--- src/hdl/bloom_filter_three_hash_macros.svh ---
// Assertion macros shared by the bloom filter modules
`ifndef BLOOM_FILTER_THREE_HASH_MACROS_SVH
`define BLOOM_FILTER_THREE_HASH_MACROS_SVH
// implication checked every cycle outside reset
`define BF_ASSERT_IMP(label, clk, rst, a, b) \
  label: assert property (@(posedge clk) disable iff (rst) (a) |-> (b)) \
    else $error("bloom filter check failed");
// next-cycle implication checked outside reset
`define BF_ASSERT_NXT(label, clk, rst, a, b) \
  label: assert property (@(posedge clk) disable iff (rst) (a) |=> (b)) \
    else $error("bloom filter check failed");
`endif

--- src/hdl/bf3_pkg.sv ---
// Package: constants and types for the three-hash bloom filter
`timescale 1ns / 1ps
package bf3_pkg;
  localparam int unsigned FILTER_BITS_DEF = 65521;
  localparam logic [63:0] KNUTH_MULT = 64'd2654435761;
  localparam logic [7:0] ASCII_ZERO = 8'h30;
  localparam int unsigned MAX_DIGITS = 20;
  localparam logic FUNC_INSERT = 1'b0;
  localparam logic FUNC_QUERY = 1'b1;

  // request handed from the hash unit to the store controller
  typedef struct packed {
    logic        func;
    logic [23:0] idx0;
    logic [23:0] idx1;
    logic [23:0] idx2;
  } bf3_req_t;
endpackage

--- src/hdl/bf3_mod.sv ---
// Reduction of a 64-bit value modulo a constant by folding the bits above IW
`timescale 1ns / 1ps
module bf3_mod
  import bf3_pkg::*;
#(
  parameter int unsigned FILTER_BITS = FILTER_BITS_DEF,
  parameter int unsigned IW = (FILTER_BITS > 1) ? $clog2(FILTER_BITS) : 1
) (
  input  logic          clk,
  input  logic          rst,
  input  logic          start,
  input  logic [63:0]   value,
  output logic          done,
  output logic [IW-1:0] rem
);
  localparam int unsigned HW = 65 - IW;
  localparam logic [IW:0] MODV = (IW+1)'(FILTER_BITS);
  // 2^IW mod FILTER_BITS; zero when the modulus is a power of two
  localparam logic [IW-1:0] FOLD = IW'((65'd1 << IW) - 65'(FILTER_BITS));

  logic [64:0]   t;
  logic [HW-1:0] hi;
  logic [IW-1:0] lo;
  logic [64:0]   prod;
  logic [64:0]   folded;
  logic          busy;

  assign hi = t[64:IW];
  assign lo = t[IW-1:0];
  assign prod = 65'(hi) * 65'(FOLD);
  assign folded = prod + 65'(lo);

  always_ff @(posedge clk) begin
    if (rst) begin
      busy <= 1'b0;
      done <= 1'b0;
    end else begin
      done <= 1'b0;
      if (start) begin
        busy <= 1'b1;
        t <= {1'b0, value};
      end else if (busy) begin
        if (hi == '0) begin
          // below 2^IW: one compare and subtract finishes it
          if ({1'b0, lo} >= MODV) rem <= IW'({1'b0, lo} - MODV);
          else rem <= lo;
          busy <= 1'b0;
          done <= 1'b1;
        end else begin
          // replace the high part by its weight 2^IW mod FILTER_BITS
          t <= folded;
        end
      end
    end
  end
endmodule

--- src/hdl/bf3_hash.sv ---
// Hash unit: decimal digits, sdbm, digit sum, multiply and three reductions
`timescale 1ns / 1ps
module bf3_hash
  import bf3_pkg::*;
#(
  parameter int unsigned FILTER_BITS = FILTER_BITS_DEF,
  parameter int unsigned IW = (FILTER_BITS > 1) ? $clog2(FILTER_BITS) : 1
) (
  input  logic     clk,
  input  logic     rst,
  input  logic     start,
  input  logic     func,
  input  logic [63:0] key,
  output logic     done,
  output bf3_req_t req
);
  typedef enum logic [6:0] {
    S_IDLE = 7'b0000001, S_MUL = 7'b0000010, S_DIG = 7'b0000100, S_LEN = 7'b0001000,
    S_HASH = 7'b0010000, S_MOD = 7'b0100000, S_OUT = 7'b1000000
  } hstate_t;
  hstate_t state;

  logic [63:0] kreg, v, prod, sdbm, sum, p0, p1;
  logic [4*MAX_DIGITS-1:0] bcd, bcd_adj;
  logic [5:0]  cnt;
  logic [4:0]  n, ndig;
  logic [1:0]  mstep;
  logic [1:0]  which;
  logic        mstart, mdone;
  logic [63:0] mval;
  logic [IW-1:0] mrem;
  logic [3:0]  dig;
  logic [63:0] c;

  // add three to every digit of five or more before each shift
  always_comb begin
    for (int i = 0; i < MAX_DIGITS; i++) begin
      bcd_adj[4*i +: 4] = (bcd[4*i +: 4] >= 4'd5) ? bcd[4*i +: 4] + 4'd3 : bcd[4*i +: 4];
    end
  end

  // significant digits; zero still has one
  always_comb begin
    ndig = 5'd1;
    for (int i = 1; i < MAX_DIGITS; i++) begin
      if (bcd[4*i +: 4] != 4'd0) ndig = 5'(i + 1);
    end
  end

  assign dig = bcd[{n - 5'd1, 2'b00} +: 4];
  assign c = {56'd0, ASCII_ZERO | {4'd0, dig}};

  bf3_mod #(.FILTER_BITS(FILTER_BITS), .IW(IW)) u_mod (
    .clk(clk), .rst(rst), .start(mstart), .value(mval), .done(mdone), .rem(mrem)
  );

  always_comb begin
    case (which)
      2'd0:    mval = prod;
      2'd1:    mval = sdbm;
      default: mval = sum;
    endcase
  end

  always_ff @(posedge clk) begin
    if (rst) begin
      state <= S_IDLE;
      done <= 1'b0;
      mstart <= 1'b0;
    end else begin
      done <= 1'b0;
      mstart <= 1'b0;
      unique case (state)
        S_IDLE: begin
          if (start) begin
            kreg <= key;
            v <= key;
            bcd <= '0;
            cnt <= 6'd0;
            req.func <= func;
            n <= 5'd0;
            mstep <= 2'd0;
            state <= S_MUL;
          end
        end
        S_MUL: begin
          // 64x32 product as two 32x32 partial products over cycles
          unique case (mstep)
            2'd0: begin p0 <= {32'd0, kreg[31:0]} * {32'd0, KNUTH_MULT[31:0]}; mstep <= 2'd1; end
            2'd1: begin p1 <= {32'd0, kreg[63:32]} * {32'd0, KNUTH_MULT[31:0]}; mstep <= 2'd2; end
            2'd2: begin prod <= p0 + {p1[31:0], 32'd0}; mstep <= 2'd3; end
            default: begin state <= S_DIG; end
          endcase
        end
        S_DIG: begin
          // shift the key into the BCD register, one bit per cycle
          bcd <= {bcd_adj[4*MAX_DIGITS-2:0], v[63]};
          v <= {v[62:0], 1'b0};
          cnt <= cnt + 6'd1;
          if (cnt == 6'd63) state <= S_LEN;
        end
        S_LEN: begin
          n <= ndig;
          sdbm <= '0;
          sum <= '0;
          state <= S_HASH;
        end
        S_HASH: begin
          sdbm <= c + (sdbm << 6) + (sdbm << 16) - sdbm;
          sum <= sum + c;
          n <= n - 5'd1;
          if (n == 5'd1) begin
            which <= 2'd0;
            mstart <= 1'b1;
            state <= S_MOD;
          end
        end
        S_MOD: begin
          if (mdone) begin
            unique case (which)
              2'd0: req.idx0 <= 24'(mrem);
              2'd1: req.idx1 <= 24'(mrem);
              default: req.idx2 <= 24'(mrem);
            endcase
            if (which == 2'd2) state <= S_OUT;
            else begin
              which <= which + 2'd1;
              mstart <= 1'b1;
            end
          end
        end
        S_OUT: begin
          done <= 1'b1;
          state <= S_IDLE;
        end
        default: state <= S_IDLE;
      endcase
    end
  end
endmodule

--- config.mk ---
export PLATFORM = sky130hd
export DESIGN_NAME = bf3_hash
export DESIGN_NICKNAME = d
export VERILOG_FILES = /design/src/hdl/bloom_filter_three_hash_macros.svh /design/src/hdl/bf3_pkg.sv /design/src/hdl/bf3_mod.sv /design/src/hdl/bf3_hash.sv
export SDC_FILE = /design/constraint.sdc
export NUM_CORES = 2
export LEC_CHECK = 0
export BUFFER_PORTS_ARGS = -buffer_cell sky130_fd_sc_hd__buf_2
export CAP_MARGIN = 15
export CORE_AREA = 2 2 332 334
export CTS_CLUSTER_DIAMETER = 150
export DETAILED_ROUTE_END_ITERATION = 10
export DIE_AREA = 0 0 334 336
export GPL_ROUTABILITY_DRIVEN = 0
export GPL_TIMING_DRIVEN = 0
export PLACE_DENSITY = 0.89
export REMOVE_ABC_BUFFERS = 1
export SLEW_MARGIN = 25
export SYNTH_ARGS = -nofsm -noshare
export SYNTH_HDL_FRONTEND = slang
export SYNTH_SLANG_ARGS = --single-unit
--- constraint.sdc ---
create_clock -name clk -period 10.4 [get_ports clk]
set_input_delay 0.52 -clock clk [delete_from_list [all_inputs] [get_ports clk]]
set_output_delay 0.52 -clock clk [all_outputs]
set_load 0.02 [all_outputs]
# After elaboration in Yosys (flattened, before gate mapping)
# Cells that the tools add are included.
dict set report word_totals {
  inputBits 68
  word_cells 228
  out_inout_bits 74
  register_bits 652
}
dict set report classes {
  n_reduce_logical 46
  bitwise_logic 4
  order_cmp 21
  shifts 1
  add_sub_neg 30
  mux 77
  eq_ne 22
  n_mul 3
}
# cell n
set ops {}
lappend ops {{$pmux W64 S2} 4}
lappend ops {{$pmux W80 S2} 1}
lappend ops {{$mux W65} 2}
lappend ops {{$add A64 B64 Y64} 2}
lappend ops {{$mux W64} 2}
lappend ops {{$mux W5} 19}
lappend ops {{$ge A4 B3 Y1 const B} 20}
lappend ops {{$mux W80} 1}
lappend ops {{$shiftx A80 B8 Y4} 1}
lappend ops {{$add A4 B2 Y4 const B} 19}
lappend ops {{$mux W4} 19}
lappend ops {{$reduce_bool A4 Y1} 19}
lappend ops {{$add A6 B64 Y64} 1}
lappend ops {{$add A64 B6 Y64} 1}
lappend ops {{$mul A32 B32 Y64 const B} 1}
lappend ops {{$sub A64 B64 Y64} 1}
lappend ops {{$add A53 B16 Y54} 1}
lappend ops {{$mul A49 B4 Y53 const B} 1}
lappend ops {{$logic_not A49 Y1} 1}
lappend ops {{$mux W7} 6}
lappend ops {{$pmux W7 S6} 1}
lappend ops {{$mul A32 B32 Y32 const B} 1}
lappend ops {{$reduce_and A3 Y1} 7}
lappend ops {{$reduce_and A4 Y1} 5}
lappend ops {{other kinds (39)} 68}

# Longest topological paths before layout
dict set report depth {
  depth_word 21
  mapped_depth 28
  mapped_depth_nobuf 28
}

# Cells and area by module
# A second synthesis with hierarchy kept.
dict set report unflattened {
  cells_unflattened 6541
  area_unflattened_um2 68948.6
}
# module seq_area_each_um2 cells_per_inst area_per_inst_um2 n_inst
set by_module_without_submodules {}
lappend by_module_without_submodules {bf3_hash 16996.3 5512 58860.2 1}
lappend by_module_without_submodules {bf3_mod 2442.3 1029 10088.4 1}

# Worst setup path after synthesis
# Ideal clock, no wire load.
dict set report synth_path {
  path_type {flip-flop to flip-flop}
  startpoint {reg state[1]}
  endpoint {reg bcd[0] (enable)}
  t_arrival_ns 8.339
  n_path_buf 0
  stages_incl_launch_ff 6
  synth_period_minus_slack_ns 9.048
  setup_ns 0.709
  slack_ns 1.352
  required_ns 9.691
  path_cell_list {dfxtp_1 -> nor4_1 -> nor2b_1 -> and3b_1 -> nand2_1 -> a21oi_1}
}
dict set report synth_between {
  elab_chain_len 3
  elab_cells_between_ends 5
  cone_classes {eq/ne (3); reduce/logical (2)}
}
# element line
set synth_lines {}
lappend synth_lines {{start, declared} bf3_hash.sv:21} ;# hstate_t state;
lappend synth_lines {{start signal, assigned} bf3_hash.sv:67} ;# state <= S_IDLE;
lappend synth_lines {{start signal, assigned} bf3_hash.sv:83} ;# state <= S_MUL;
lappend synth_lines {{start signal, assigned} bf3_hash.sv:92} ;# default: begin state <= S_DIG; end
lappend synth_lines {{$eq A7 B1 Y1 / $eq A7 B3 Y1 (equally long branches)} bf3_hash.sv:73} ;# unique case (state)
lappend synth_lines {{$ne A2 B2 Y1 (no source line) / $reduce_bool A2 Y1 (equally long branches)} -}
lappend synth_lines {{$reduce_and A3 Y1 (no source line) *} -}
lappend synth_lines {{end signal, assigned} bf3_hash.sv:97} ;# bcd <= {bcd_adj[4*MAX_DIGITS-2:0], v[63]};
lappend synth_lines {{end, declared} bf3_hash.sv:24} ;# logic [4*MAX_DIGITS-1:0] bcd, bcd_adj;
# Every way passes the cells marked *; elsewhere a longest branch is shown, timed or not.
# A chain may end at the register's enable or synchronous reset.

# Worst setup path after layout
dict set report layout_path {
  startpoint {reg kreg[8]}
  endpoint {reg p0[63] (data pin)}
}
dict set report layout_between {
  elab_chain_len 1
}
# element line
set layout_lines {}
lappend layout_lines {{start, declared} bf3_hash.sv:23} ;# logic [63:0] kreg, v, prod, sdbm, sum, p0, p1;
lappend layout_lines {{start signal, assigned} bf3_hash.sv:76} ;# kreg <= key;
lappend layout_lines {{$mul A32 B32 Y64} bf3_hash.sv:89} ;# 2'd0: begin p0 <= {32'd0, kreg[31:0]} * {32'd0, KNUTH_MULT[31:0]}; mstep <= 2'd1; end
lappend layout_lines {{end signal, assigned} bf3_hash.sv:89}
lappend layout_lines {{end, declared} bf3_hash.sv:23}
# Every way passes these cells.

==> metrics.md <==
| Metric | Value |
|---|---|
| CP peak stage delay | 0.84 ns |
| Yosys top cell by area | edfxtp_1 |
| DRT Pass-1 Iters | 6 |
| Share of the synthesized area in the top cell type | between 20 and 30% |
| # IOs | between 100 and 150 |
| Async set or reset register ratio after synthesis | 0% |
| Fin. Hold Viols | 0 |
| Clock-pin slew on the worst setup and hold paths | 0.07 ns |
| Syn Area/Cell | 10.56 um^2 |
| Post-route clock period utilization | around 90% |
| Clock Skew | about 0.036 ns |
| CP dominant cell by count | fa_1 |
| Fraction of layout cells with a size suffix above 1 | 5.601% |
| Result of the run | complete, no violations |
| Rows | 121 |
| CTS Root Cell | clkbuf_16 |
| F_max | 108.8 MHz |
| Worst path arrival time | 9.62 ns |
| Worst hold-check path type | input pin to register |
| Tmin final | 9.193 ns |
| DRC Markers | 0 |
| Clk sink count | about 650 |
| Most common cell in the netlist | inv_1 |
| Vias per cell | ~6 |
| Vias | 48,650 |
| Final Max Slew Viols | 0 |
| Starting Density | 62.57% |
| Post-synth EDFFs | 640 |
| Seq/Total Area, Yosys | 28.66% |
| WL per Instance | 21.46 um |
| Grt ovf | 0 |
| Critical path type | register to register |
| Netlist Area Pre-Place | 67,830 um^2 |
| Max Cap Viol | 0 |
| H-tree Lvls | 3 |
| Post-CTS repair timing setup buffer count | 0 |
| Final TNS setup | 0 ns |
| Syn Inst Count | between 6,000 and 7,000 |
| Top_reg_cell synth | edfxtp_1 |
| I/O Buffers | 117 |
| Final hold slack | about 0.03 ns |
| DIE WIDTH | 334 um |
| Critical Path Sink Type | register |
| First DRT Iteration DRCs | ~5,100 |
| Floorplan core area | 108,400 um^2 |
| Clk_lat worst skew | just under 0.7 ns |
| Slowest stage cell, crit path | edfxtp_1 |
| Antenna violations before repair | 3 |
| DRT Wirelength | 172,100 um |
| CTS tree | built |
| Tot GR Track Use | 31.34% |
| Num CTS Buffers | 75 |
| Number of global-route vias before repair | ~52,000 |
| Unique masters post-synth | 96 |
| Area growth syn-to-layout | 7.914% |
| Setup violators final | 0 |
| Worst-Margin Slew | 1.176 ns |
| HPWL after DPL | 137,700 um |
| Worst Setup Start Kind | register |
| Die area | 112,200 um^2 |
| Worst rel slew slack | 21.60% |
| Max Root-Sink Buffers | 3 |
| FF+latch count, synth | 651 |
| PostCTS Resize Cnt | 0 |
| Cts hold-fix bufs | 0 |
| Synth cell count leaders | 1,322 x inv_1, 873 x ha_1, 818 x fa_1 |
| Die Ht | 336 um |
| Top cells by area, synth | edfxtp_1 28%, fa_1 24%, ha_1 16%, inv_1 7.3%, nand2_1 2.8% |
| CP required | about 11 ns |
| RSZ-0062 raised after global routing | false |
| First-pass GRT wire length | 274,100 um |
| Final ANT Viol Nets | 0 |
| Largest net degree at the start of global routing | 76 |
| Post-layout util | between 60 and 70% |
| # nets final | 8,307 |
| Worst-path fanout max | 9 |
| Yosys Warn Count | 0 |
-- cells by family after synthesis --
kind of cell / count (synthesis) / synth area share [%]
flip-flops: 651 / 28.66
AO/OA/AOI/OAI: 939 / 8.967
XOR/XNOR: 334 / 4.313
multiplexers: 27 / 0.7729
adder cells (fa/ha/maj): 1691 / 40.25
AND/OR/NAND/NOR: 1315 / 8.769
other: 1 / 0.005529
buffers and inverters: 1467 / 8.268
-- layout by cell type (no fill, tap or decap), drive strengths merged, types with 36 or more instances in the layout --
master	count
inv	1333
ha	873
fa	818
edfxtp	640
nand2	501
nor2	386
a21oi	303
xnor2	191
o21ai	188
buf	168
xor2	143
a21o	115
clkbuf	83
nand3	69
nor3	67
a22oi	63
a31oi	52
nand2b	50
nand4	48
and3	43
nor2b	36
-- path summary, 6_finish.rpt --
kind | startpoint | end | slack (ns) | cells past startpoint
worst max-delay path | kreg[8]$_DFFE_PP_ | p0[63]$_DFFE_PP_ | 1.21 | 26
worst min-delay path | func | req[72]$_DFFE_PP_ | 0.03 | 1
worst max register to register | kreg[8]$_DFFE_PP_ | p0[63]$_DFFE_PP_ | 1.21 | 26
worst min register to register | p0[13]$_DFFE_PP_ | prod[13]$_DFFE_PP_ | 0.41 | 0
-- final cells by class --
| class | count | area [um^2] |
|---|---|---|
| Multi-Input combinational cell | 4330 | 42950 |
| Clock inverter | 52 | 568.0 |
| Inverter | 1322 | 4962 |
| Sequential cell | 651 | 19440 |
| Clock buffer | 83 | 1928 |
| Timing Repair Buffer | 168 | 1567 |
| Antenna cell | 2 | 5.005 |
| Tap cell | 1414 | 1769 |
| Fill cell | 7168 | 35200 |
-- per-stage QoR --
step                cells  area, um^2  setup slack (ns)
global placement     7834       69620            -15.86
global route         8020       73190             1.029
finish               8022       73200             1.207
detailed placement   7885       70700             1.472
floorplan            6303       67270            -2.106
CTS                  8020       73190             1.439
-- registers in the layout, summed over array words and instances, names as in the netlist --
signal      cells
u_mod.done      1
done            1
which           2
sdbm           64
mstart          1
sum            64
n               5
p0             64
v              64
cnt             6
u_mod.rem      16
u_mod.busy      1
mstep           2
kreg           64
bcd            80
req            49
state           7
prod           64
u_mod.t        64
p1             32
-- per-layer routing --
metal | global-route usage (%) | share of wire (%)
met1 | 38.21 | 36
met4 | 18.10 | 6.6
met3 | 5.686 | 9.3
met2 | 52.63 | 48
met5 | 0 | 0.012
-- critical path, delay by kind of cell, from the launching register on --
family / cells / cell delay [ns]
XOR/XNOR: 1 / 0.39
AND/OR/NAND/NOR: 4 / 0.63
AO/OA/AOI/OAI: 6 / 1.99
buffers and inverters: 6 / 0.72
adder cells (fa/ha/maj): 9 / 4.34
flip-flops: 1 / 0.84
Power is not shown: default switching activity piles up to over one toggle a cycle in this logic, so the estimate is an artifact.
